## config.mk

```make
export PLATFORM = sky130hd
export DESIGN_NAME = src_fifo
export DESIGN_NICKNAME = d
export VERILOG_FILES = /design/src/rtl/core/sumo_robot_combat_controller.sv
export VERILOG_INCLUDE_DIRS = /design/src /design/src/rtl/core
export SDC_FILE = /design/constraint.sdc
export NUM_CORES = 1
export LEC_CHECK = 0
export ABC_CLOCK_PERIOD_IN_PS = 5500
export BUFFER_PORTS_ARGS = -buffer_cell sky130_fd_sc_hd__buf_2
export CAP_MARGIN = 15
export CORE_MARGIN = 5
export CORE_UTILIZATION = 40
export CTS_BUF_LIST = sky130_fd_sc_hd__clkbuf_8 sky130_fd_sc_hd__clkbuf_16
export DETAILED_ROUTE_END_ITERATION = 10
export PLACE_DENSITY = 0.73
export SLEW_MARGIN = 20
export SYNTH_ARGS = -nofsm -noshare
export SYNTH_HDL_FRONTEND = slang
export SYNTH_SLANG_ARGS = --single-unit
```

## constraint.sdc

```tcl
create_clock -name clk -period 5.5 [get_ports clk]
set_clock_uncertainty 0.15 [all_clocks]
set_input_delay 0 -clock clk [delete_from_list [all_inputs] [get_ports clk]]
set_output_delay 0 -clock clk [all_outputs]
set_load 0.01 [all_outputs]
```

## src/rtl/core/sumo_robot_combat_controller_macros.svh

```systemverilog
// assertion macros for the combat controller
`ifndef SUMO_ROBOT_COMBAT_CONTROLLER_MACROS_SVH
`define SUMO_ROBOT_COMBAT_CONTROLLER_MACROS_SVH
`ifndef SYNTHESIS
`define SRC_ASSERT_IMPL(label, clk, rst_n, ante, cons) \
  label: assert property (@(posedge clk) disable iff (!rst_n) (ante) |-> (cons)) \
    else $error("assertion failed");
`define SRC_ASSERT_NEXT(label, clk, rst_n, ante, cons) \
  label: assert property (@(posedge clk) disable iff (!rst_n) (ante) |=> (cons)) \
    else $error("assertion failed");
`else
`define SRC_ASSERT_IMPL(label, clk, rst_n, ante, cons)
`define SRC_ASSERT_NEXT(label, clk, rst_n, ante, cons)
`endif
`endif

```

## src/rtl/core/sumo_robot_combat_controller.sv

```systemverilog
// Combat controller, one control tick per request. The front debounces the line
// sensors, writes the distance sample into a ring and finds its median by testing
// one ring entry a cycle, then updates the enemy flag. The back runs the mode
// machine after a bit-serial 32-bit modulo for the search phase, then runs the
// mode step. The back takes no new tick until the output queue has taken its
// result. Front and back overlap through a two-entry queue, and results wait in
// a two-entry output queue.
`include "sumo_robot_combat_controller_macros.svh"


// two-entry queue, used between stages and for results
module src_fifo #(
  parameter int W = 8
) (
  input  logic         clk,
  input  logic         rst_n,
  input  logic         wr_valid,
  output logic         wr_ready,
  input  logic [W-1:0] wr_data,
  output logic         rd_valid,
  input  logic         rd_ready,
  output logic [W-1:0] rd_data
);
  logic [W-1:0] mem_r [2];
  logic         wp_r, rp_r;
  logic [1:0]   cnt_r;
  logic         wr_fire, rd_fire;

  assign wr_ready = (cnt_r != 2'd2);
  assign rd_valid = (cnt_r != 2'd0);
  assign rd_data  = mem_r[rp_r];
  assign wr_fire  = wr_valid && wr_ready;
  assign rd_fire  = rd_valid && rd_ready;

  // pointers and fill count
  always_ff @(posedge clk) begin
    if (!rst_n) begin
      wp_r  <= 1'b0;
      rp_r  <= 1'b0;
      cnt_r <= 2'd0;
    end else begin
      if (wr_fire) begin
        mem_r[wp_r] <= wr_data;
        wp_r        <= ~wp_r;
      end
      if (rd_fire) rp_r <= ~rp_r;
      unique case ({wr_fire, rd_fire})
        2'b10:   cnt_r <= cnt_r + 2'd1;
        2'b01:   cnt_r <= cnt_r - 2'd1;
        default: cnt_r <= cnt_r;
      endcase
    end
  end
endmodule

```

# Word level (Yosys, flattened, before mapping)
# Memories as Yosys holds them, arrays and structs flattened. A register that Yosys moved wholly into a read port is not among the register bits.
# Cells that the tools add are included.
# op_classes
add_sub_neg,2
magnitude_cmp,0
n_mul,0
n_reduce_logical,4
mux,6
div_mod_pow,0
eq_ne,3
shift,0
bitwise_logic,2
# ops
operator,count
$mux W1,5
$pmux W2 S2,1
$reduce_bool A2 Y1,2
$add A2 B1 Y2 const B,1
$eq A2 B1 Y1 const B,1
$eq A2 B2 Y1 const B,1
$logic_and A1 B1 Y1,2
$ne A2 B2 Y1 const B,1
$not A1 Y1,2
$sub A2 B1 Y2 const B,1
# word_totals
output_inout_bits,10
ram_bits,16
regBits,4
elab_cells,21
inputBits,12
rom_bits,0
latchBits,0
mem_count,1
# mem_list
memory,depth,word_bits,rd,rd_ports_with_merged_regs,write_ports,line_no,source
mem_r,2,8,1,1,1,sumo_robot_combat_controller.sv:24,logic [W-1:0] mem_r [2];

# Logic depth before layout (Yosys ltp)
# Gate-level depths: netlist of the first run.
# logic_depth
depth_word,5
depth_mapped,6
ltp_nobuf,6

# Least setup slack after synthesis of the first run
# Ideal clock, no wire load.
# synth_path
path_kind,flip-flop to flip-flop
startpoint,reg cnt_r[0]
endpoint,"mem mem_r[0][0], enable pin"
synth_period_minus_slack_ns,1.848
stages_incl_launch_ff,4
arrival_time_ns,1.315
required_time_ns,4.967
n_path_buf,0
path_slack_ns,3.652
setup_ns,0.383
cell_sequence,dfxtp_1 nand2b_1 nand2_1 nor3_1
# synth_via
elab_chain_cells,5
# synth_rtl
element,line_no,source
start: declaration,sumo_robot_combat_controller.sv:26,logic [1:0] cnt_r;
start signal: assignment,sumo_robot_combat_controller.sv:48,2'b10: cnt_r <= cnt_r + 2'd1;
start signal: assignment,sumo_robot_combat_controller.sv:49,2'b01: cnt_r <= cnt_r - 2'd1;
start signal: assignment,sumo_robot_combat_controller.sv:50,default: cnt_r <= cnt_r;
$ne A2 B2 Y1,sumo_robot_combat_controller.sv:29,assign wr_ready = (cnt_r != 2'd2);
net wr_ready,sumo_robot_combat_controller.sv:18,"output logic wr_ready,"
$logic_and A1 B1 Y1,sumo_robot_combat_controller.sv:32,assign wr_fire = wr_valid && wr_ready;
$mux W1,sumo_robot_combat_controller.sv:42,if (wr_fire) begin
$mux W1,sumo_robot_combat_controller.sv:37,if (!rst_n) begin
$mux W1 (not written as such),sumo_robot_combat_controller.sv:43,mem_r[wp_r] <= wr_data;
end: declaration,sumo_robot_combat_controller.sv:24,
# The timed path passes the listed nets, and every way through them passes these cells.

# Worst setup path after layout of the first run
# layout_path
startpoint,reg cnt_r[0]
endpoint,"mem mem_r[0][3], enable pin"
# layout_via
elab_chain_cells,5
# layout_rtl
element,line_no
$ne A2 B2 Y1,sumo_robot_combat_controller.sv:29
$logic_and A1 B1 Y1,sumo_robot_combat_controller.sv:32
$mux W1,sumo_robot_combat_controller.sv:42
$mux W1,sumo_robot_combat_controller.sv:37
$mux W1 (not written as such),sumo_robot_combat_controller.sv:43
# Every way passes these cells.

==> summary.txt, run 1 <==
Critical path's largest stage delay = 0.81 ns
Total clock sinks = 21
Post-synthesis async set-or-reset flop share = 0%
RSZ-0062 raised after global routing = no
Post-DR wirelength/cell = 10.98 µm
Post-Route WL = 1263 µm
M1 WL = 523 µm
Drt initial violations = 5
Final setup margin = 3.446 ns
Clk_lat worst skew = 0.25 ns
GR Overflow Total = 0
Hold Buf Count CTS = 13
Worst slew margin = 29.37%
Clock buffer count from CTS = 3
Via Count = 509
FF-to-FF Start = cnt_r[0]
Max Fclk = 486.8 MHz
Htree depth = 1
Post-synth top area cell = edfxtp_1
Setup_tns = 0 ns
Hold Crit Class = input pin to flop
Number of synthesized flops with an enable pin = 16
CP arrival = 1.78 ns
Worst slew pin tran = 1.051 ns
Die ar. = 3000 µm²
Die height = 54.78 µm
Max-slew violations = 0
Postcts setup bufs = 0
Antenna Cells = 0
Post-Syn Instances = 51
Wire length on met2 = 640 µm
Pleak = 0.0004375 µW
Syn_nets = 64
Sequential fraction of the synthesis area = 72.39%
Fillers = 168
Hold Path Origin = wr_data[0]
Max-Cap Viols = 0
CP startpoint kind = flop
Met3 routed WL = 99 µm
Critical path fanouts, max = 8
Cell total after placement = 98
Initial antenna violation count = 0
Highest routed layer = met3
DRC errors left = 0
Post-synth top cells = 16 x edfxtp_1, 8 x mux2_2, 5 x dfxtp_1
Count leader, synth = edfxtp_1
Crit-path cells = nand2b_1, nand2_1, nor3_1
Chip width = 54.78 µm
Post-CTS sizing = 0
Kind of critical path = flop to flop
Seq cells post-synth = 21
Vias in the first global route = 490
CP required = 5.22 ns
Pre-CTS setup slack = 3.396 ns
Fin Hold WS = 0.3192 ns
First-pass GRT wire length = 1938 µm
Post-route antenna net violation count = 0
Status = finished clean
Post-Syn Area = 802.0 µm²
I/O pins = 22
Final net count = 102
Layout area overhead = 39.31%
Avg Cell Area, Syn = 15.73 µm²
Post-synth top area share = 59.91%
Final Cycle Share = 37.35%
Crit path buffers/inverters = 0
Family with the most delay on the worst path = simple AND/OR/NAND/NOR gates
CP endpoint kind = flop
Via density = 4.426
Tmin final = 2.054 ns
Area of the core = 1942 µm²
Max VDD drop = 287.8 µV
Distinct cells, synth = 19
Clock transition at path regs = 0.07 ns
Largest net degree at the start of global routing = 13
Tot GR Track Use = 9.576%
RePlAce Congestion = 0.6451
Bufs on Longest Clock Path = 2
Yosys warns = 0
Finished Layout Cells = 115
Slowest cell on the critical path = nor3_1
Main area contributors after synthesis = edfxtp_1 60%, dfxtp_1 12%, mux2_2 11%
DP HPWL = 868.7 µm
Top FF cell, synth = edfxtp_1
CP startpoint = cnt_r[0]
Cell Rows = 16
Count of final setup violators = 0
Initial DRT Pass Iterations = 4
Layout cell share with drive strength beyond 1 = 39.77%
Pwr/cell area = 400.1 nW/µm²
Hold Fails Final Rpt = 0
IO buf count = 21
CTS tree = yes
CTS root buf = clkbuf_8
Starting Density = 41.30%
==> layout by cell type, fill, tap and decap left out, types with 2 or more instances in the layout <==
master / n
a21oi_1: 2
dlygate4sd3_1: 13
xnor2_1: 2
mux2_2: 8
buf_2: 21
clkbuf_8: 3
edfxtp_1: 16
inv_1: 2
nor2_1: 3
dfxtp_1: 5
==> power breakdown <==
part	internal [µW]	switching (µW)	leakage (µW)
sequential	196	19.7	0.000188
clock	50.2	45.0	0.0000255
combinational	75.8	60.5	0.000224
total	322	125	0.000437
==> layer usage <==
| metal | GRT usage [%] | vias up |
|---|---|---|
| li1 | - | 258 |
| met1 | 10.17 | 233 |
| met4 | 6.224 | 0 |
| met3 | 3.270 | 0 |
| met2 | 15.94 | 18 |
| met5 | 0 | - |
==> registers in the layout, summed over array words and instances (netlist names), named ones only <==
name and flops:
cnt_r 2, mem_r 16, rp_r 1, wp_r 1
==> layout make-up <==
type                       count  area [µm²]  share of cell area (%)
sequential                    21       580.6                   51.96
clock buffer                   3       41.29                   3.695
inverter                       2       7.507                  0.6719
clock inverter                 1       5.005                  0.4479
tap                           27       33.78                   3.024
timing repair buffer          34       235.2                   21.05
multi-input combinational     27       214.0                   19.15
==> final timing paths <==
path / slack (ns) / cells after the start / endpoint
worst max-delay path: 3.45 / 3 / mem_r[0][3]
worst min-delay path: 0.32 / 2 / mem_r[0][0]
worst max register to register: 3.45 / 3 / mem_r[0][3]
worst min register to register: 0.36 / 2 / cnt_r[1]
==> logic make-up (layout without fill, tap and decap cells) <==
kind of cell / after synthesis / in the layout / synth area share [%]
muxes: 8 / 8 / 11.23
AOI/OAI and AO/OA: 5 / 5 / 3.900
buffers and inverters: 3 / 40 / 1.560
xor gates and xnor gates: 3 / 3 / 3.277
DFF: 21 / 21 / 72.39
adders and majority gates: 1 / 1 / 1.560
and+or+nand+nor: 10 / 10 / 6.085
==> metrics by stage <==
step                cell area (µm²)  power [µW]  utilization, %
global route                   1117       479.0           57.54
finish                         1117       447.0           57.54
floorplan                     802.0       304.6               -
global placement              935.9       341.3           48.20
CTS                            1112       451.8           57.28
detailed placement            935.9       343.4           48.20
No activity file was read; power rests on OpenSTA's default activity.
==> run 2: changes to the inputs <==
Settings changed: ABC_CLOCK_PERIOD_IN_PS 5500 to 1800, PLACE_DENSITY 0.73 to 0.75.
Clock period 5.5 ns to 1.8 ns, I/O delays scaled along.
==> run 2 against run 1 <==
Compared with the run above: highest routed layer is now met4; worst setup slack got worse by 3.3 ns; cell count grew 1.7%; wire length increased by 0.40%.
==> summary.txt, run 2 (synthesis gave the netlist of run 1 again) <==
Status = finished clean
Tmin final = 1.660 ns (-0.3946 ns)
Largest registers = mem_r x16, cnt_r x2
Worst slew pin tran = 0.3619 ns (-0.6895 ns)
Cell Rows = 16 (unchanged)
Fillers = 172 (+2.4%)
Initial antenna violation count = 0 (unchanged)
Most common cell after layout, fill and taps aside = buf_2
Antenna Cells = 0 (unchanged)
Tot GR Track Use = 10.33% (+0.75 points)
Final Cycle Share = 92.20% (+55 points)
Via density = 4.453 (+0.61%)
Via Count = 521 (+2.4%)
Pleak = 0.0004525 µW (+3.4%)
Number of flip-flops in the largest register = 16 (unchanged)
Initial DRT Pass Iterations = 2 (-2)
Vias in the first global route = 541 (+10%)
Top reg by flops = mem_r
Reg area = 581.8 µm² (+0.22%)
Layout area overhead = 41.50%
Kind of critical path = flop to flop
GR Overflow Total = 0 (unchanged)
Worst slew margin = 75.84% (+46 points)
CTS tree = yes
Post-route antenna net violation count = 0 (unchanged)
CP arrival = 1.70 ns (-0.08 ns)
Most frequent cells in the layout = 21 x buf_2, 16 x edfxtp_1, 13 x dlygate4sd3_1, 8 x mux2_2, 4 x dfxtp_1
Final setup margin = 0.1405 ns (-3.305 ns)
Clock buffer count from CTS = 3 (unchanged)
Hold Crit Class = input pin to flop
Drt initial violations = 4 (-1)
Fin Hold WS = 0.3182 ns (-0.001078 ns)
Critical path fanouts, max = 5 (-3)
DRC errors left = 0 (unchanged)
Clk_lat worst skew = 0.25 ns (about the same)
Final net count = 104 (+2.0%)
I/O pins = 22 (unchanged)
Count of final setup violators = 0 (unchanged)
CP startpoint kind = flop
Starting Density = 41.30% (unchanged)
Max VDD drop = 616.1 µV (+110%)
Die ar. = 3000 µm² (unchanged)
Max-Cap Viols = 0 (unchanged)
Crit path buffers/inverters = 0 (unchanged)
First-pass GRT wire length = 2118 µm (+9.3%)
Pre-CTS setup slack = 0.03528 ns (-3.361 ns)
Hold Fails Final Rpt = 0 (unchanged)
Die height = 54.78 µm (unchanged)
IO buf count = 21 (unchanged)
Bufs on Longest Clock Path = 2 (unchanged)
CP endpoint kind = flop
CTS root buf = clkbuf_8
Power consumption = 1387 µW (+210%)
Post-DR wirelength/cell = 10.84 µm (-1.3%)
Family with the most delay on the worst path = simple AND/OR/NAND/NOR gates
Pwr/cell area = 1222 nW/µm² (+210%)
Post-Route WL = 1268 µm (+0.40%)
Multi-input logic area = 216.5 µm² (+1.2%)
Postcts setup bufs = 0 (unchanged)
Crit-path cells = nand2b_4, nand2_1, ha_1, or3_1, a21oi_1
RePlAce Congestion = 0.6595 (+2.2%)
Layout cell share with drive strength beyond 1 = 41.11% (+1.3 points)
Total clock sinks = 21 (unchanged)
Max-slew violations = 0 (unchanged)
Critical path's largest stage delay = 0.38 ns (-0.43 ns)
Clock transition at path regs = 0.07 ns (about the same)
Setup_tns = 0 ns (unchanged)
Chip width = 54.78 µm (unchanged)
Htree depth = 1 (unchanged)
CP required = 1.84 ns (-3.38 ns)
DP HPWL = 853 µm (-1.8%)
Post-layout util = 58.44% (+0.90 points)
Slowest cell on the critical path = or3_1
Area of the core = 1942 µm² (unchanged)
Largest net degree at the start of global routing = 12 (-1)
RSZ-0062 raised after global routing = no
Max Fclk = 602.6 MHz (+24%)
## run 2: timing repair
item,CTS,global route
setup endpoints to repair,0,1
endpoints found under the hold margin,21,0
gates resized for setup,0,2
hold buffers,13,0
## run 2: area by class of cell
cell class	instances	share of cell area (%)
sequential	21	51.27
timing repair buffer	36	22.05
multi-input combinational	27	19.07
clock buffer	3	3.638
tap	27	2.977
inverter	2	0.6615
clock inverter	1	0.3308
## run 2: worst reg2reg max path, stage by stage (launching register included)
cell      delay, ns
dfxtp_2        0.37
nand2b_4       0.15
nand2_1        0.08
ha_1           0.33
or3_1          0.38
a21oi_1        0.14
## run 2: worst paths after layout
check,from,end,slack [ns],depth (start not counted)
max,cnt_r[0],cnt_r[1],0.14,5
min,wr_data[1],mem_r[1][1],0.32,2
max reg2reg,cnt_r[0],cnt_r[1],0.14,5
min reg2reg,rp_r,rp_r,0.37,2
## run 2: routing by layer
metal / global-route usage (%) / share of wire, % / up-vias
met5: 0 / 0 / -
met4: 9.959 / 3.1 / 0
met3: 1.635 / 6.2 / 4
met2: 16.73 / 46 / 17
met1: 11.23 / 44 / 238
li1: - / - / 262
## run 2: per-stage QoR
stage	instances	cell area, µm²
after floorplan	51	802.0
after detailed placement	100	950.9
after global placement	100	950.9
after global routing	117	1135
after CTS	117	1126
final	117	1135
## run 2: where the power goes
part	total (µW)	switching [µW]	leakage, µW	internal [µW]
combinational	431	183	0.000237	248
sequential	670	69.0	0.000188	601
clock	286	135	0.0000269	151
==> run 3: changes to the inputs <==
Settings changed: CORE_UTILIZATION 40 to 29, CTS_BUF_LIST sky130_fd_sc_hd__clkbuf_8 sky130_fd_sc_hd__clkbuf_16 to sky130_fd_sc_hd__clkbuf_8, PLACE_DENSITY 0.75 to 0.6, SKIP_CTS_REPAIR_TIMING set to 1.
==> run 3 against run 2 <==
Compared with the run above: the run now ends with negative hold slack left; sequential share of layout area is 1.2 points higher; die area up 31%; critical path depth unchanged; worst setup slack lost 0.028 ns; sequential power about the same; combinational power down 4.9%; non-clock buffer count down 3; global-route usage shrank 3.0 points; core utilization down 17 points; critical endpoint unchanged.
==> summary.txt, run 3 (synthesis gave the netlist of run 1 again) <==
Status = complete, but fails checks
Failing checks = negative hold slack
Post-route antenna net violation count = 0 (unchanged)
FF-to-FF Start = cnt_r[0]
Most common cell after layout, fill and taps aside = buf_2
I/O pins = 22 (unchanged)
Levels on crit path = 5 (unchanged)
Critical path's largest stage delay = 0.38 ns (about the same)
Die height = 62.59 µm (+14%)
Starting Density = 29.59% (-12 points)
Layout cell share with drive strength beyond 1 = 42.53% (+1.4 points)
Family with the most delay on the worst path = simple AND/OR/NAND/NOR gates
Top reg by flops = mem_r
Clk_lat worst skew = 0.25 ns (about the same)
Fin Hold WS = -0.005963 ns (-0.3241 ns)
Capture point of the worst reg-to-reg path = cnt_r[1]
CP required = 1.83 ns (about the same)
Area of the core = 2710 µm² (+40%)
Final Cycle Share = 93.77% (+1.6 points)
Via Count = 512 (-1.7%)
Hold Crit Class = input pin to flop
Post-Route WL = 1416 µm (+12%)
Initial DRT Pass Iterations = 2 (unchanged)
GR Overflow Total = 0 (unchanged)
CP arrival = 1.72 ns (+0.02 ns)
Largest net degree at the start of global routing = 12 (unchanged)
Layout area overhead = 38.38%
Max-Cap Viols = 0 (unchanged)
DP HPWL = 998.5 µm (+17%)
Worst slew margin = 75.56% (-0.28 points)
Antenna Cells = 0 (unchanged)
Max VDD drop = 655.8 µV (+6.4%)
Max Fclk = 592.4 MHz (-1.7%)
Count of final setup violators = 0 (unchanged)
Finished Layout Cells = 118 (+0.85%)
Worst Reg-to-Reg Cells = 5 (unchanged)
Worst slew pin tran = 0.3661 ns (+0.004245 ns)
Crit path buffers/inverters = 0 (unchanged)
Critical path fanouts, max = 5 (unchanged)
Total clock sinks = 21 (unchanged)
Hold Fails Final Rpt = 2 (+2)
Post-Place Cell Area = 955.9 µm² (+0.53%)
CP endpoint kind = flop
Number of flip-flops in the largest register = 16 (unchanged)
Most frequent cells in the layout = 21 x buf_2, 16 x edfxtp_1, 10 x dlygate4sd3_1, 8 x mux2_2, 4 x dfxtp_1
Hold Path Origin = rd_ready
Slowest cell on the critical path = or3_1
Largest registers = mem_r x16, cnt_r x2
Crit-path cells = nand2b_4, nand2_1, ha_1, or3_1, a21oi_1
Cell total after placement = 104 (+4.0%)
Post-route cell area = 1110 µm² (-2.2%)
Tot GR Track Use = 7.352% (-3.0 points)
Clock transition at path regs = 0.07 ns (about the same)
Drt initial violations = 2 (-2)
R2R Setup Slk = 0.11 ns (-0.03 ns)
Cell Rows = 19 (+3)
Die ar. = 3918 µm² (+31%)
IO buf count = 21 (unchanged)
Kind of critical path = flop to flop
Pleak = 0.0004363 µW (-3.6%)
Hold-critical path endpoint = rp_r
CTS root buf = clkbuf_8
Post-DR wirelength/cell = 12.00 µm (+11%)
Clock buffer count from CTS = 3 (unchanged)
Max-slew violations = 0 (unchanged)
Fillers = 265 (+54%)
Bufs on Longest Clock Path = 2 (unchanged)
First-pass GRT wire length = 2249 µm (+6.2%)
Htree depth = 1 (unchanged)
Cells on Worst Hold Path = 4 (+2)
Initial antenna violation count = 0 (unchanged)
Vias in the first global route = 512 (-5.4%)
CP startpoint kind = flop
RePlAce Congestion = 0.6867 (+4.1%)
CTS tree = yes
Pwr/cell area = 1232 nW/µm² (+0.83%)
Chip width = 62.59 µm (+14%)
Final net count = 101 (-2.9%)
Via density = 4.339 (-2.6%)
DRC errors left = 0 (unchanged)
Tmin final = 1.688 ns (+0.02838 ns)
-- run 3: cell types whose count changed in the layout (fill, tap and decap cells not counted), sizes merged --
| cell | before | now |
|---|---|---|
| dlygate4sd3 | 13 | 10 |
-- run 3: per-layer routing --
layer	vias up	routed length (µm)	global-route usage [%]
met5	-	0	0
li1	258	-	-
met2	15	673	11.40
met4	0	16	3.979
met1	237	614	8.436
met3	2	111	3.237
-- run 3: how the worst max path moves through the flow --
stage	slack [ns]	to	startpoint
after global routing	-0.004	cnt_r[1]	cnt_r[0]
after floorplan	-0.05	mem_r[0][0]	cnt_r[0]
final	0.11	cnt_r[1]	cnt_r[0]
after global placement	0.11	cnt_r[1]	cnt_r[0]
after detailed placement	0.03	cnt_r[1]	cnt_r[0]
after CTS	0.005	cnt_r[1]	cnt_r[0]
-- run 3: stage by stage --
stage,worst slack [ns],total power (µW),setup TNS (ns),hold slack (ns),utilization (%)
finish,0.1121,1368,0,-0.005963,40.95
CTS,0.005167,1356,0,-0.2195,36.93
floorplan,-0.04843,930.6,-0.7749,-0.05113,-
detailed placement,0.02716,1059,0,0.04514,35.27
global placement,0.1053,1051,0,0.03945,35.27
global route,-0.004310,1472,-0.004310,0.01735,40.95
-- run 3: cell type report --
cell class	count	area, µm²	area share (%)
clock buffers	3	41.29	3.720
clock inverters	1	3.754	0.3382
inverters	2	7.507	0.6764
multi-input cells	27	216.5	19.50
flip-flops and latches	21	581.8	52.42
well taps	31	38.79	3.495
repair buffers	33	220.2	19.84
-- run 3: power breakdown --
group          switching, µW  leakage [µW]  internal [µW]
clock                    137     0.0000269            151
sequential              68.9      0.000188            601
combinational            179      0.000221            231
-- run 3: worst min-delay path: stages --
cell and delay (ns):
buf_2 0.07, o21a_2 0.14, xnor2_1 0.07, nor2_1 0.07
