**src/rtl/core/sumo_robot_combat_controller_macros.svh**
```systemverilog
// assertion macros for the combat controller
`ifndef SUMO_ROBOT_COMBAT_CONTROLLER_MACROS_SVH
`define SUMO_ROBOT_COMBAT_CONTROLLER_MACROS_SVH
`ifndef SYNTHESIS
`define SRC_ASSERT_IMPL(label, clk, rst_n, ante, cons) \
  label: assert property (@(posedge clk) disable iff (!rst_n) (ante) |-> (cons)) \
    else $error("assertion failed");
`define SRC_ASSERT_NEXT(label, clk, rst_n, ante, cons) \
  label: assert property (@(posedge clk) disable iff (!rst_n) (ante) |=> (cons)) \
    else $error("assertion failed");
`else
`define SRC_ASSERT_IMPL(label, clk, rst_n, ante, cons)
`define SRC_ASSERT_NEXT(label, clk, rst_n, ante, cons)
`endif
`endif

```
**src/rtl/core/src_pkg.sv**
```systemverilog
package src_pkg;
  localparam logic [2:0] MODE_WAIT   = 3'd0;
  localparam logic [2:0] MODE_SEARCH = 3'd1;
  localparam logic [2:0] MODE_ATTACK = 3'd2;
  localparam logic [2:0] MODE_BACK   = 3'd3;
  localparam logic [2:0] MODE_TURN   = 3'd4;

  localparam logic [2:0] REG_ON    = 3'd0;
  localparam logic [2:0] REG_OFF   = 3'd1;
  localparam logic [2:0] REG_HOLD  = 3'd2;
  localparam logic [2:0] REG_START = 3'd3;
  localparam logic [2:0] REG_BACK  = 3'd4;
  localparam logic [2:0] REG_TURN  = 3'd5;
  localparam logic [2:0] REG_SPIN  = 3'd6;
  localparam logic [2:0] REG_PROBE = 3'd7;

  localparam logic signed [8:0] SPEED_ATTACK = 9'sd255;
  localparam logic signed [8:0] SPEED_BACK   = 9'sd230;
  localparam logic signed [8:0] SPEED_TURN   = 9'sd210;
  localparam logic signed [8:0] SPEED_SEARCH = 9'sd175;
  localparam logic WHITE_LEVEL = 1'b0;

  // edge side codes
  localparam logic [1:0] SIDE_BOTH  = 2'd0;
  localparam logic [1:0] SIDE_LEFT  = 2'd1;
  localparam logic [1:0] SIDE_RIGHT = 2'd2;

  typedef struct packed {
    logic [11:0] on_level;
    logic [11:0] off_level;
    logic [15:0] hold_ms;
    logic [15:0] start_ms;
    logic [15:0] back_ms;
    logic [15:0] turn_ms;
    logic [15:0] spin_ms;
    logic [15:0] probe_ms;
  } cfg_t;

  // classified tick passed from front to back
  typedef struct packed {
    logic        enemy;
    logic [11:0] median;
    logic        left_on;
    logic        right_on;
    logic [31:0] now_ms;
  } tick_t;

  typedef struct packed {
    logic signed [8:0] left_speed;
    logic signed [8:0] right_speed;
    logic              coast;
    logic [2:0]        mode_code;
    logic              enemy_seen;
    logic [11:0]       median_sample;
    logic              left_on_line;
    logic              right_on_line;
  } result_t;
endpackage

```
**src/rtl/core/src_back.sv**
```systemverilog
module src_back import src_pkg::*; (
  input  logic    clk,
  input  logic    rst_n,
  input  cfg_t    cfg,
  input  logic    tick_valid,
  output logic    tick_ready,
  input  tick_t   tick,
  output logic    res_valid,
  input  logic    res_ready,
  output result_t res
);
  localparam logic [1:0] ST_IDLE = 2'd0;
  localparam logic [1:0] ST_MOD  = 2'd1;
  localparam logic [1:0] ST_OUT  = 2'd2;

  logic [1:0]  state_r;
  logic [2:0]  mode_r;
  logic [31:0] entry_r;
  logic [1:0]  side_r;
  logic        spin_r; // 0 means +1
  logic signed [8:0] hl_r, hr_r;
  logic        hc_r;
  tick_t       t_r;
  logic [2:0]  mode_o_r;
  logic        enemy_o_r;
  logic [11:0] med_o_r;
  logic        lon_o_r, ron_o_r;
  // restoring modulo of elapsed by cycle length
  logic [31:0] rem_r, quo_r;
  logic [16:0] cyc_r;
  logic [5:0]  bit_r;
  logic [32:0] trial;

  assign tick_ready = (state_r == ST_IDLE);
  assign res_valid  = (state_r == ST_OUT);
  assign trial      = {rem_r, quo_r[31]} - {16'd0, cyc_r};

  always_ff @(posedge clk) begin
    logic [2:0]  m;
    logic [31:0] en, el;
    logic [16:0] dur;
    if (!rst_n) begin
      state_r <= ST_IDLE;
      mode_r  <= MODE_WAIT;
      entry_r <= '0;
      side_r  <= SIDE_BOTH;
      spin_r  <= 1'b0;
      hl_r    <= '0;
      hr_r    <= '0;
      hc_r    <= 1'b1;
    end else begin
      unique case (state_r)
        ST_IDLE: begin
          if (tick_valid) begin
            t_r <= tick;
            m  = mode_r;
            en = entry_r;
            // line overrides search and attack
            if ((m == MODE_SEARCH || m == MODE_ATTACK) && (tick.left_on || tick.right_on)) begin
              side_r <= (tick.left_on && tick.right_on) ? SIDE_BOTH
                      : (tick.left_on ? SIDE_LEFT : SIDE_RIGHT);
              m  = MODE_BACK;
              en = tick.now_ms;
            end
            el = tick.now_ms - en;
            mode_r  <= m;
            entry_r <= en;
            rem_r   <= '0;
            quo_r   <= el;
            cyc_r   <= 17'(cfg.spin_ms) + 17'(cfg.probe_ms);
            bit_r   <= '0;
            state_r <= ST_MOD;
          end
        end
        // one quotient bit a cycle, then run the mode step
        ST_MOD: begin
          if (bit_r != 6'd32) begin
            if (!trial[32]) rem_r <= trial[31:0];
            else rem_r <= {rem_r[30:0], quo_r[31]};
            quo_r <= {quo_r[30:0], 1'b0};
            bit_r <= bit_r + 6'd1;
          end else begin
            m  = mode_r;
            el = t_r.now_ms - entry_r;
            unique case (m)
              MODE_WAIT: begin
                hl_r <= '0; hr_r <= '0; hc_r <= 1'b1;
                if (el >= 32'(cfg.start_ms)) begin m = MODE_SEARCH; entry_r <= t_r.now_ms; end
              end
              MODE_SEARCH: begin
                if (t_r.enemy) begin
                  m = MODE_ATTACK; entry_r <= t_r.now_ms;
                end else if (cyc_r != '0 && rem_r < 32'(cfg.spin_ms)) begin
                  hl_r <= spin_r ? -SPEED_SEARCH : SPEED_SEARCH;
                  hr_r <= spin_r ? SPEED_SEARCH : -SPEED_SEARCH;
                  hc_r <= 1'b0;
                end else begin
                  hl_r <= SPEED_SEARCH; hr_r <= SPEED_SEARCH; hc_r <= 1'b0;
                end
              end
              MODE_ATTACK: begin
                if (!t_r.enemy) begin
                  m = MODE_SEARCH; entry_r <= t_r.now_ms;
                end else begin
                  hl_r <= SPEED_ATTACK; hr_r <= SPEED_ATTACK; hc_r <= 1'b0;
                end
              end
              MODE_BACK: begin
                hl_r <= -SPEED_BACK; hr_r <= -SPEED_BACK; hc_r <= 1'b0;
                if (el >= 32'(cfg.back_ms)) begin m = MODE_TURN; entry_r <= t_r.now_ms; end
              end
              default: begin
                hc_r <= 1'b0;
                if (side_r == SIDE_RIGHT) begin
                  hl_r <= -SPEED_TURN; hr_r <= SPEED_TURN;
                end else begin
                  hl_r <= SPEED_TURN; hr_r <= -SPEED_TURN;
                end
                dur = (side_r == SIDE_BOTH) ? {cfg.turn_ms, 1'b0} : 17'(cfg.turn_ms);
                if (el >= 32'(dur)) begin
                  spin_r <= ~spin_r; m = MODE_SEARCH; entry_r <= t_r.now_ms;
                end
              end
            endcase
            mode_r    <= m;
            mode_o_r  <= m;
            enemy_o_r <= t_r.enemy;
            med_o_r   <= t_r.median;
            lon_o_r   <= t_r.left_on;
            ron_o_r   <= t_r.right_on;
            state_r   <= ST_OUT;
          end
        end
        ST_OUT: begin
          if (res_ready) state_r <= ST_IDLE;
        end
        default: state_r <= ST_IDLE;
      endcase
    end
  end

  // drive fields follow held registers
  always_comb begin
    res.left_speed    = hl_r;
    res.right_speed   = hr_r;
    res.coast         = hc_r;
    res.mode_code     = mode_o_r;
    res.enemy_seen    = enemy_o_r;
    res.median_sample = med_o_r;
    res.left_on_line  = lon_o_r;
    res.right_on_line = ron_o_r;
  end
endmodule

```
**config.mk**
```make
export PLATFORM = sky130hd
export DESIGN_NAME = src_back
export DESIGN_NICKNAME = d
export VERILOG_FILES = /design/src/rtl/core/sumo_robot_combat_controller_macros.svh /design/src/rtl/core/src_pkg.sv /design/src/rtl/core/src_back.sv
export SDC_FILE = /design/constraint.sdc
export NUM_CORES = 1
export LEC_CHECK = 0
export ABC_CLOCK_PERIOD_IN_PS = 14130
export BUFFER_PORTS_ARGS = -buffer_cell sky130_fd_sc_hd__buf_4
export CORE_MARGIN = 3
export CORE_UTILIZATION = 50
export DETAILED_ROUTE_END_ITERATION = 16
export GPL_TIMING_DRIVEN = 0
export PLACE_DENSITY = 0.71
export SYNTH_ARGS = -nofsm -noshare
export SYNTH_HDL_FRONTEND = slang
export SYNTH_SLANG_ARGS = --single-unit
```
**constraint.sdc**
```tcl
create_clock -name clk -period 14.13 [get_ports clk]
set_input_delay 2.1195 -clock clk [delete_from_list [all_inputs] [get_ports clk]]
set_output_delay 2.1195 -clock clk [all_outputs]
set_load 0.02 [all_outputs]
```
* Word level (Yosys, flattened, before mapping)
Index checks and enable logic that the tools add are counted.
** Storage, ports and cells
- Register bits after elaboration :: 211
- Bits of input ports :: 171
- Output and inout bits :: 39
- Word-level logic and storage cells :: 127
** Operators by class
- Add/subtract/negate cells :: 5
- Magnitude comparators :: 4
- Equal/unequal tests :: 19
- Muxes and demuxes :: 54
- Bitwise gates (word level) :: 3
- Reductions and logical operators :: 20
** Operators by type and width (number)
- 2-to-1 mux 32 bit :: 16
- case mux 32 bit (2 select lines) :: 3
- case mux 32 bit (4 select lines) :: 1
- 2-to-1 mux 9 bit :: 9
- case mux 9 bit (4 select lines) :: 2
- greater-or-equal comparator 32 x 16 -> 1 bit :: 2
- subtractor 32 bit :: 2
- subtractor 33 x 17 -> 33 bit :: 1
- greater-or-equal comparator 32 x 17 -> 1 bit :: 1
- < comparator 32 x 16 -> 1 bit :: 1
- 2-to-1 mux 3 bit :: 8
- adder 16 x 16 -> 17 bit :: 1
- 2-to-1 mux 17 bit :: 1
- nonzero test 17 bit :: 1
- AND reduction 4 bit :: 4
- 2-to-1 mux 6 bit :: 2
- != test 3 bit, second input constant :: 4
- != test 6 bit, second input constant :: 2
- case mux 3 bit (4 select lines) :: 1
- case mux 6 bit (2 select lines) :: 1
- AND reduction 3 bit :: 4
- 2-to-1 mux 2 bit :: 5
- != test 2 bit, second input constant :: 5
- AND reduction 8 bit :: 1
- 17 further kinds :: 27

* Logic depth before layout (Yosys ltp)
Gate-level depths: netlist of run 1.
- Depth in word-level cells :: 10
- Mapped depth :: 21
- Mapped depth without buffers :: 20

* Worst setup path after synthesis of run 1
OpenSTA, ideal clock, no wires.
- Kind :: input-to-reg
- Start point :: input port rst_n
- End point :: register bit_r[0] (enable)
- Library setup time :: 671 ps
- Arrival time :: 9061 ps
- Required time :: 13459 ps
- Path slack :: 4399 ps
- Stages :: 2
- Buffers on the path :: 0
- Path through :: clkinv_1 nor4_1
** On the way
- Cells in the longest elaborated chain, start to end :: 1
** RTL lines
- start, declared :: line src_back.sv:3 : input logic rst_n,
- AND reduction 4 bit (no source line)
- end signal, assigned :: line src_back.sv:81 : bit_r <= bit_r + 6'd1;
- end, declared :: line src_back.sv:31 : logic [5:0] bit_r;
Every way passes these cells.
A chain may end at the register's enable or synchronous reset.

* Worst setup path in the final report of run 1
- Start point :: input port tick[32] (netlist bit)
- End point :: register quo_r[26], data pin
** On the way
- Cells in the longest elaborated chain, start to end :: 9
** RTL lines
- start, declared :: line src_back.sv:7 : input tick_t tick,
- logical OR 1 bit :: line src_back.sv:59 : if ((m == MODE_SEARCH || m == MODE_ATTACK) && (tick.left_on || tick.right_on)) begin
- logical AND 1 bit :: line src_back.sv:59
- 2-to-1 mux 32 bit :: line src_back.sv:59
- 2-to-1 mux 32 bit :: line src_back.sv:54 : if (tick_valid) begin
- 2-to-1 mux 32 bit :: line src_back.sv:52 : unique case (state_r)
- 2-to-1 mux 32 bit :: line src_back.sv:42 : if (!rst_n) begin
- subtractor 32 bit :: line src_back.sv:65 : el = tick.now_ms - en;
- 2-to-1 mux 32 bit :: line src_back.sv:54
- case mux 32 bit (2 select lines) :: line src_back.sv:52
- end signal, assigned :: line src_back.sv:69 : quo_r <= el;
- end signal, assigned :: line src_back.sv:80 : quo_r <= {quo_r[30:0], 1'b0};
- end, declared :: line src_back.sv:29 : logic [31:0] rem_r, quo_r;
Every way passes these cells. The select of a mux whose other input is x is not followed.

==> flow_metrics.env, run 1 <==
export IMPL_fin_crit_ps=6560
export IMPL_firstDrtPassIters=5
export IMPL_rows=64
export IMPL_dieArea_um2=33500
export IMPL_antenna_found_initial=0
export IMPL_p_int_uw=1270
export IMPL_slowest_delay_ps=720
export IMPL_cts_tree="done"
export IMPL_io_buffers=169
export IMPL_whs_endpoint="med_o_r[2]$_DFFE_PP_"
export IMPL_vias=13500
export IMPL_rr_startpoint="mode_r[1]$_SDFFE_PN0P_"
export IMPL_synth_area_top_cells="edfxtp_1 29%, ha_1 13%, dfxtp_1 7.1%, a21oi_1 4.0%, nand2_1 3.7%"
export IMPL_finalMaxSlewViolations=0
export IMPL_seq_area_um2=5690
export IMPL_yosysWarnings=0
export IMPL_post_route_period_util=0.464
export IMPL_synth_ff_latch_count=208
export IMPL_synth_edf_count=152
export IMPL_fin_ws_ps=7570
export IMPL_track_usage=0.240
export IMPL_hold_viol=0
export IMPL_worstPathMaxFanout=10
export IMPL_syn2layout_area_growth_pct=16.7
export IMPL_yosysSeqAreaShare=0.362
export IMPL_coreArea_um2=30700
export IMPL_synth_nets=2054
export IMPL_power_uw=1870
export IMPL_drtIter0Drc=1099
export IMPL_cts_setup_buffers=0
export IMPL_crit_path_end_kind="flip-flop"
export IMPL_wl_per_cell_um=17.7
export IMPL_worstHoldStart="t_r[36]$_DFFE_PP_"
export IMPL_cp_num_buf_inv=3
export IMPL_drc=0
export IMPL_nets=2259
export IMPL_crit_family="compound AO/OA/AOI/OAI gates"
export IMPL_critPathLaunchType="input port"
export IMPL_multiInputGateArea_um2=9190
export IMPL_synth_flop_cell="edfxtp_1"
export IMPL_num_antenna_cells=0
export IMPL_io_pin_count=210
export IMPL_final_setup_viol_count=0
export IMPL_cts_buffers=24
export IMPL_max_freq_mhz=153
export IMPL_first_global_vias=12900
export IMPL_vdd_drop_max_mv=0.0700
export IMPL_switching_share=0.319
export IMPL_crit_slowest_cell="clkbuf_1"
export IMPL_clkLatencyLatePin_ps=530
export IMPL_rsz0062_at_grt="no"
export IMPL_wirelength_um=41400
export IMPL_fin_skew_ps=13.6
export IMPL_grt_pass1_wl_um=66400
export IMPL_maxSlewHeadroom=0.152
export IMPL_dp_hpwl_um=32900
export IMPL_pre_cts_ws_ps=7120
export IMPL_synth_top_area_frac=0.291
export IMPL_avgSynthCellArea_um2=9.13
export IMPL_hold_depth=0
export IMPL_nFillCells=2695
export IMPL_pwr_share_seq=0.389
export IMPL_grt_overflow_total=0
export IMPL_cts_repair_resized=0
export IMPL_synth_distinct_cells=81
export IMPL_path_cells="buf_4, o21a_1, clkbuf_1, clkbuf_1, mux2i_1, ha_1, nor2b_1, o31a_1, o41ai_1, a21oi_1, o21a_1, o21ai_0, a211oi_1, o21ai_0, nor4b_1, nor3_1"
export IMPL_fin_setup_tns_ps=0
export IMPL_crit_type="input port to flip-flop"
export IMPL_startpoint="tick[32]"
export IMPL_rr_endpoint="quo_r[26]$_DFFE_PP_"
export IMPL_syn_area_um2=15700
export IMPL_die_w_um=183
export IMPL_cts_htree_levels=1
export IMPL_reg2reg_depth=18
export IMPL_power_switching_uw=596
export IMPL_start_util=0.510
export IMPL_hold_path_class="flip-flop to flip-flop"
export IMPL_synth_largest_area_cell="edfxtp_1"
export IMPL_clock_root_buffer="clkbuf_16"
export IMPL_drv_cap=0
export IMPL_ant_nets=0
export IMPL_vias_per_cell=5.79
export IMPL_clockBufferDepth=3
export IMPL_cts_sinks=208
export IMPL_hold_buffers=0
export IMPL_syn_inst=1718
export IMPL_synthArstFlopShare=0
export IMPL_die_height_um=183
export IMPL_gp_congestion=0.892
export IMPL_grt_max_degree=50
export IMPL_tightest_slew_ps=1240
export IMPL_run_status="complete, no violations"
export IMPL_clkPwrFrac=0.314
export IMPL_clk_pin_slew_ps=60
export IMPL_leakagePower_uw=0.00768
export IMPL_drive_gt1_frac=0.141
export IMPL_pwr_share_comb=0.297
export IMPL_cp_arrival_ps=6820
export IMPL_required_ps=14390
export IMPL_rrSetupSlack_ps=8010
export IMPL_pwr_density_cell_nw_per_um2=102
through the flow:
step                hold slack, ps  cell area (um^2)  utilization  cells
floorplan                      400             15700            -   1718
global route                   426             18300        0.595   2337
finish                         418             18300        0.595   2337
detailed placement             405             17600        0.571   2293
global placement               401             17500        0.568   2283
CTS                            420             18300        0.595   2337
layout make-up:
| type | count | share of cell area |
|---|---|---|
| clock inverter | 16 | 0.00691 |
| tap | 396 | 0.0271 |
| inverter | 135 | 0.0277 |
| clock buffer | 28 | 0.0336 |
| sequential | 208 | 0.311 |
| timing repair buffer | 179 | 0.0745 |
| buffer | 67 | 0.0172 |
| multi-input combinational | 1308 | 0.502 |
worst max-delay path by stage:
stage               cells after the start                      to
finish                                 16     quo_r[26]$_DFFE_PP_
global route                           16     quo_r[26]$_DFFE_PP_
CTS                                    16     quo_r[26]$_DFFE_PP_
detailed placement                     16     quo_r[26]$_DFFE_PP_
global placement                        3     quo_r[27]$_DFFE_PP_
floorplan                               2  bit_r[0]$_SDFFCE_PN0P_
synthesized netlist by cell type (43+ instances only):
cell      count
clkbuf_1     43
a21o_1       46
ha_1        161
mux2i_1      51
o21ai_0     116
dfxtp_1      56
edfxtp_1    152
a21oi_1     124
xnor2_1      53
nor2_1      116
nand2_1     156
inv_1       134
state kept, by name (all words and copies together) (netlist names), 6 cells and up:
register / flops
t_r: 47
entry_r: 32
quo_r: 32
rem_r: 32
cyc_r: 17
med_o_r: 12
hl_r: 8
hr_r: 7
bit_r: 6
cell families after synthesis:
logic type | Yosys count | synth area share
buf+inv | 202 | 0.0523
flops | 208 | 0.362
mux | 53 | 0.0340
xor+xnor | 84 | 0.0469
fa+ha+maj | 165 | 0.134
compound gates | 502 | 0.214
simple gates | 504 | 0.157
metal layers:
metal | GRT usage | vias to the layer above | routed length [um]
met4 | 0.0619 | 0 | 1010
met3 | 0.0234 | 53 | 1920
met5 | 0 | - | 0
li1 | - | 6748 | -
met1 | 0.335 | 6365 | 19100
met2 | 0.405 | 359 | 19400
power groups by stage:
stage          combinational (uW)  clock [uW]  sequential, uW
2_1_floorplan                 396           0             734
3_3_place_gp                  528           0             742
3_5_place_dp                  547           0             739
4_1_cts                       551         597             726
5_1_grt                       622         620             730
6_report                      554         587             726
layout by cell type (no fill, tap or decap), types with 8 or more instances in the layout:
| cell | instances |
|---|---|
| ha_1 | 161 |
| inv_1 | 134 |
| nor2_1 | 116 |
| o21ai_0 | 116 |
| nand2b_1 | 22 |
| nand4_1 | 16 |
| edfxtp_1 | 152 |
| o211ai_1 | 9 |
| o211a_1 | 8 |
| o31ai_1 | 14 |
| nor3_1 | 39 |
| clkbuf_16 | 24 |
| a211oi_1 | 18 |
| and3_1 | 12 |
| a21oi_1 | 124 |
| o21a_1 | 23 |
| xor2_1 | 31 |
| o31a_1 | 9 |
| xnor2_1 | 53 |
| a31oi_1 | 18 |
| buf_4 | 186 |
| dfxtp_1 | 56 |
| or3_1 | 15 |
| or2_2 | 15 |
| mux2i_1 | 51 |
| nor2b_1 | 15 |
| nor4_1 | 23 |
| a22o_1 | 31 |
| clkbuf_1 | 47 |
| a21o_1 | 46 |
| nand2_1 | 156 |
| buf_2 | 8 |
| nand3_1 | 25 |
| and2_1 | 18 |
Power figures use the tool's default switching activity.
==> run 2: changes to the inputs <==
--- a/config.mk
+++ b/config.mk
@@ -5,7 +5,7 @@
 export SDC_FILE = /design/constraint.sdc
 export NUM_CORES = 1
 export LEC_CHECK = 0
-export ABC_CLOCK_PERIOD_IN_PS = 14130
+export ABC_CLOCK_PERIOD_IN_PS = 6050
 export BUFFER_PORTS_ARGS = -buffer_cell sky130_fd_sc_hd__buf_4
 export CORE_MARGIN = 3
 export CORE_UTILIZATION = 50
==> constraint.sdc (replaced) <==
create_clock -name clk -period 6.05 [get_ports clk]
set_input_delay 0.9075 -clock clk [delete_from_list [all_inputs] [get_ports clk]]
set_output_delay 0.9075 -clock clk [all_outputs]
set_load 0.02 [all_outputs]
==> run 2 against run 1 <==
Compared with the run above:
- count of clock-buffer cells in the layout is 1 higher
- wire length rose by 0.91%
- worst setup slack got worse by 6900 ps
- flip-flop and latch count is the same
- non-clock buffer count shrank 6
- combinational power increased by 130%
==> flow_metrics.env, run 2 (synthesized netlist as in run 1, its figures left out) <==
export IMPL_dp_cells=2288
export IMPL_dp_hpwl_um=33000
export IMPL_slowest_delay_ps=440
export IMPL_fin_skew_ps=30.7
export IMPL_post_route_period_util=0.896
export IMPL_die_w_um=183
export IMPL_pwr_density_cell_nw_per_um2=242
export IMPL_vdd_drop_max_mv=0.171
export IMPL_track_usage=0.243
export IMPL_critPathLaunchType="flip-flop"
export IMPL_wirelength_um=41800
export IMPL_firstDrtPassIters=5
export IMPL_largest_reg_flops=47
export IMPL_max_freq_mhz=184
export IMPL_crit_path_end_kind="flip-flop"
export IMPL_seq_area_um2=5690
export IMPL_fin_crit_ps=5420
export IMPL_crit_type="flip-flop to flip-flop"
export IMPL_tightest_slew_ps=1260
export IMPL_grt_pass1_wl_um=67200
export IMPL_top_register="t_r"
export IMPL_hold_path_class="flip-flop to flip-flop"
export IMPL_path_cells="clkbuf_1, nand2_1, a21oi_2, o21a_2, clkbuf_2, mux2i_1, ha_1, nor2b_1, o31a_1, o41ai_1, a21oi_1, o21a_1, o21ai_0, a211oi_1, o2111ai_1, a31oi_1, o31ai_1"
export IMPL_wl_per_cell_um=17.9
export IMPL_crit_family="compound AO/OA/AOI/OAI gates"
export IMPL_fin_cells=2333
export IMPL_cts_tree="done"
export IMPL_clk_pin_slew_ps=60
export IMPL_vias=13500
export IMPL_cts_buffers=24
export IMPL_coreArea_um2=30700
export IMPL_cts_htree_levels=1
export IMPL_cts_repair_resized=1
export IMPL_gp_congestion=0.901
export IMPL_nFillCells=2661
export IMPL_maxSlewHeadroom=0.141
export IMPL_rsz0062_at_grt="no"
export IMPL_rows=64
export IMPL_drv_cap=0
export IMPL_hold_buffers=0
export IMPL_start_util=0.510
export IMPL_multiInputGateArea_um2=9210
export IMPL_drc=0
export IMPL_clockBufferDepth=3
export IMPL_cts_setup_buffers=0
export IMPL_layout_common_cells="177 x buf_4, 161 x ha_1, 156 x nand2_1"
export IMPL_first_global_vias=13100
export IMPL_syn2layout_area_growth_pct=16.9
export IMPL_drive_gt1_frac=0.143
export IMPL_dpl_instance_area_um2=17500
export IMPL_ant_nets=0
export IMPL_worstPathMaxFanout=10
export IMPL_leakagePower_uw=0.00768
export IMPL_hold_viol=0
export IMPL_dieArea_um2=33500
export IMPL_fin_setup_tns_ps=0
export IMPL_io_pin_count=210
export IMPL_final_common_cell="buf_4"
export IMPL_clkLatencyLatePin_ps=540
export IMPL_cp_arrival_ps=5750
export IMPL_crit_slowest_cell="o41ai_1"
export IMPL_clock_root_buffer="clkbuf_16"
export IMPL_cts_sinks=208
export IMPL_io_buffers=169
export IMPL_vias_per_cell=5.80
export IMPL_finalInstanceArea_um2=18300
export IMPL_run_status="complete, no violations"
export IMPL_final_setup_viol_count=0
export IMPL_fin_util=0.597
export IMPL_grt_overflow_total=0
export IMPL_grt_max_degree=65
export IMPL_antenna_found_initial=2
export IMPL_drtIter0Drc=1072
export IMPL_required_ps=6380
export IMPL_cp_num_buf_inv=2
export IMPL_die_height_um=183
export IMPL_nets=2253
export IMPL_finalMaxSlewViolations=0
[run 2: changes by cell type in the layout (fill, tap and decap cells not counted), moves of 2 or more]
cell,previous run,this run
clkinv_1,6,2
buf_8,0,3
inv_6,1,3
buf_4,186,177
clkbuf_1,47,44
inv_4,2,0
diode_2,0,2
clkinvlp_4,1,3
buf_6,3,5
clkbuf_16,24,26
[run 2: worst paths after layout]
kind                          start                    to  slack [ps]  cells past startpoint
min               t_r[39]$_DFFE_PP_  med_o_r[5]$_DFFE_PP_         420                      0
max          mode_r[1]$_SDFFE_PN0P_   quo_r[28]$_DFFE_PP_         630                     17
min reg2reg       t_r[39]$_DFFE_PP_  med_o_r[5]$_DFFE_PP_         420                      0
max reg2reg  mode_r[1]$_SDFFE_PN0P_   quo_r[28]$_DFFE_PP_         630                     17
[run 2: report_power, final]
group | switching, uW | total, uW | internal, uW
clock | 603 | 1440 | 835
combinational | 753 | 1300 | 544
sequential | 51.8 | 1700 | 1650
[run 2: worst register-to-register path: cells and delay by family (launching register included)]
kind,cells,cell delay [ps]
AND/OR/NAND/NOR,2,390
AO/OA/AOI/OAI,11,3180
multiplexers,1,320
flip-flops,1,310
adder cells (fa/ha/maj),1,320
buffers and inverters,2,730
[run 2: per-stage QoR]
| stage | hold slack (ps) | power (uW) | setup slack [ps] |
|---|---|---|---|
| 2_1_floorplan | 400 | 2640 | 498 |
| 3_3_place_gp | 401 | 2960 | -1530 |
| 3_5_place_dp | 405 | 3000 | 23.1 |
| 4_1_cts | 419 | 4450 | 192 |
| 5_1_grt | 427 | 4690 | 110 |
| 6_report | 419 | 4430 | 629 |
[run 2: layer usage]
layer	wire length, um	GRT usage	share of wire	vias up
met4	1020	0.0615	0.024	0
met5	0	0	0	-
li1	-	-	-	6734
met3	2120	0.0250	0.051	59
met1	19000	0.336	0.45	6365
met2	19600	0.412	0.47	384
[run 2: area by class of cell]
class,instances,share of cell area
plain buffers,66,0.0170
well taps,396,0.0270
flip-flops and latches,208,0.310
clock buffers,29,0.0361
diodes,2,0.000273
multi-input cells,1308,0.502
clock inverters,15,0.00743
inverters,135,0.0276
repair buffers,174,0.0728
==> run 3: changes to the inputs <==
--- a/config.mk
+++ b/config.mk
@@ -5,13 +5,16 @@
 export SDC_FILE = /design/constraint.sdc
 export NUM_CORES = 1
 export LEC_CHECK = 0
+export ABC_AREA = 1
 export ABC_CLOCK_PERIOD_IN_PS = 6050
 export BUFFER_PORTS_ARGS = -buffer_cell sky130_fd_sc_hd__buf_4
+export CELL_PAD_IN_SITES_DETAIL_PLACEMENT = 1
+export CELL_PAD_IN_SITES_GLOBAL_PLACEMENT = 1
 export CORE_MARGIN = 3
-export CORE_UTILIZATION = 50
+export CORE_UTILIZATION = 43
 export DETAILED_ROUTE_END_ITERATION = 16
 export GPL_TIMING_DRIVEN = 0
-export PLACE_DENSITY = 0.71
+export PLACE_DENSITY_LB_ADDON = 0.1
 export SYNTH_ARGS = -nofsm -noshare
 export SYNTH_HDL_FRONTEND = slang
 export SYNTH_SLANG_ARGS = --single-unit
==> run 3 against run 2 <==
Compared with the run above:
- clock power barely moved
- die area is 21% higher
- synthesized cell count is 32% higher
- non-clock buffer count decreased by 16
- worst setup slack worse by 16 ps
- first-iteration DRC count is 47% lower
- sequential share of layout area decreased by 1.3 points
- flip-flop and latch count unchanged
- largest cell class unchanged
- critical path depth increased by 6
- wire length rose by 22%
- largest power group is now combinational logic
==> flow_metrics.env, run 3 <==
export IMPL_finalMaxSlewViolations=0
export IMPL_firstDrtPassIters=5
export IMPL_drv_cap=0
export IMPL_synth_largest_area_cell="edfxtp_1"
export IMPL_ant_nets=0
export IMPL_first_global_vias=16400
export IMPL_start_util=0.442
export IMPL_cts_setup_buffers=0
export IMPL_fin_hold_ws_ps=417
export IMPL_vias_per_cell=5.17
export IMPL_drive_gt1_frac=0.107
export IMPL_cts_tree="done"
export IMPL_synth_area_top_cells="edfxtp_1 28%, nand2_1 14%, ha_1 12%, inv_1 8.3%, dfxtp_1 6.9%"
export IMPL_max_freq_mhz=184
export IMPL_worstPathMaxFanout=10
export IMPL_wl_per_cell_um=17.1
export IMPL_crit_type="flip-flop to flip-flop"
export IMPL_io_pin_count=210
export IMPL_synthArstFlopShare=0
export IMPL_dp_cells=2939
export IMPL_fin_crit_ps=5440
export IMPL_run_status="complete, no violations"
export IMPL_num_antenna_cells=0
export IMPL_yosysMostFrequentCell="nand2_1"
export IMPL_clockBufferDepth=3
export IMPL_cts_htree_levels=1
export IMPL_vias=15400
export IMPL_drtIter0Drc=570
export IMPL_post_route_period_util=0.899
export IMPL_clk_pin_slew_ps=60
export IMPL_pwr_density_cell_nw_per_um2=262
export IMPL_top_register="t_r"
export IMPL_cts_buffers=23
export IMPL_antenna_found_initial=0
export IMPL_synth_ff_latch_count=208
export IMPL_final_common_cell="nand2_1"
export IMPL_die_w_um=201
export IMPL_wirelength_um=51100
export IMPL_cts_repair_resized=0
export IMPL_gp_congestion=0.888
export IMPL_maxSlewHeadroom=0.404
export IMPL_syn_inst=2262
export IMPL_synth_nets=2598
export IMPL_clkLatencyLatePin_ps=520
export IMPL_required_ps=6310
export IMPL_yosysWarnings=0
export IMPL_drc=0
export IMPL_cts_sinks=208
export IMPL_crit_path_end_kind="flip-flop"
export IMPL_yosysSeqAreaShare=0.347
export IMPL_synth_flop_cell="edfxtp_1"
export IMPL_hold_viol=0
export IMPL_dp_hpwl_um=42300
export IMPL_rsz0062_at_grt="no"
export IMPL_fin_util=0.517
export IMPL_layout_common_cells="611 x nand2_1, 363 x inv_1, 223 x nor2_1"
export IMPL_leakagePower_uw=0.00941
export IMPL_critPathLaunchType="flip-flop"
export IMPL_synth_distinct_cells=50
export IMPL_rows=70
export IMPL_clock_root_buffer="clkbuf_16"
export IMPL_grt_overflow_total=0
export IMPL_nets=2797
export IMPL_grt_max_degree=31
export IMPL_hold_buffers=0
export IMPL_tightest_slew_ps=892
export IMPL_vdd_drop_max_mv=0.247
export IMPL_syn2layout_area_growth_pct=17.0
export IMPL_dieArea_um2=40400
export IMPL_fin_cells=2980
export IMPL_final_setup_viol_count=0
export IMPL_synth_top_area_frac=0.279
export IMPL_hold_path_class="flip-flop to flip-flop"
export IMPL_avgSynthCellArea_um2=7.23
export IMPL_ys_top_cells_by_count="611 x nand2_1, 363 x inv_1, 225 x nor2_1"
export IMPL_cp_arrival_ps=5690
export IMPL_largest_reg_flops=47
export IMPL_coreArea_um2=37000
export IMPL_syn_area_um2=16400
export IMPL_die_height_um=201
export IMPL_io_buffers=168
export IMPL_synth_edf_count=152
export IMPL_fin_skew_ps=15.2
export IMPL_track_usage=0.248
export IMPL_grt_pass1_wl_um=82900
run 3: cell type report:
type / count / area (um^2)
Buffer: 50 / 265
Fill cell: 4798 / 17900
Inverter: 373 / 1400
Clock buffer: 31 / 657
Tap cell: 504 / 631
Clock inverter: 9 / 93.8
Sequential cell: 208 / 5690
Timing Repair Buffer: 174 / 1370
Multi-Input combinational cell: 1631 / 9040
run 3: kinds of logic after synthesis:
kind of cell    count (synthesis)  share of synthesized area
fa+ha+maj                     165                      0.128
buf+inv                       423                      0.102
mux                            15                    0.00917
simple gates                  992                      0.247
flops                         208                      0.347
xor+xnor                       74                     0.0396
compound gates                385                      0.127
run 3: power breakdown:
part           total (uW)  internal, uW  switching [uW]
clock network        1420           842             581
logic                1870           673            1190
registers            1730          1680            48.0
total                5020          3190            1820
run 3: worst max-delay path, cell delays in order (launching register included):
cell      delay [ps]
dfxtp_1          370
nor2_2           250
inv_1            100
nor2_2           210
inv_1             80
nand2_1           70
inv_1            100
a21oi_4          360
inv_1            190
clkbuf_1         350
o21ai_1          370
inv_1            100
fa_1             430
inv_1             70
nand3_1           70
nand2_1          150
a21boi_0         140
o21ai_0          380
a21oi_1          200
o31ai_1          390
a21boi_0         230
o21ai_0          250
xnor2_1          170
o21ai_0          110
run 3: through the flow:
stage	TNS [ps]	total power (uW)	instance area, um^2	setup slack, ps
detailed placement	0	3620	18400	319
global placement	-138610	3530	18300	-1350
CTS	0	5050	19100	285
global route	0	5380	19100	89.8
finish	0	5020	19100	613
floorplan	0	3040	16400	672
run 3: metal layers:
metal / track usage / wire length, um / vias up
met3: 0.0272 / 1600 / 68
met5: 0 / 0 / -
li1: - / - / 7752
met2: 0.469 / 26300 / 225
met4: 0.0668 / 1430 / 0
met1: 0.297 / 21800 / 7353
run 3: final timing paths:
kind | slack, ps | start | cells past startpoint | to
min reg2reg | 420 | t_r[45]$_DFFE_PP_ | 0 | med_o_r[11]$_DFFE_PP_
max | 610 | mode_r[2]$_SDFFE_PN0P_ | 23 | quo_r[22]$_DFFE_PP_
max reg2reg | 610 | mode_r[2]$_SDFFE_PN0P_ | 23 | quo_r[22]$_DFFE_PP_
min | 420 | t_r[45]$_DFFE_PP_ | 0 | med_o_r[11]$_DFFE_PP_
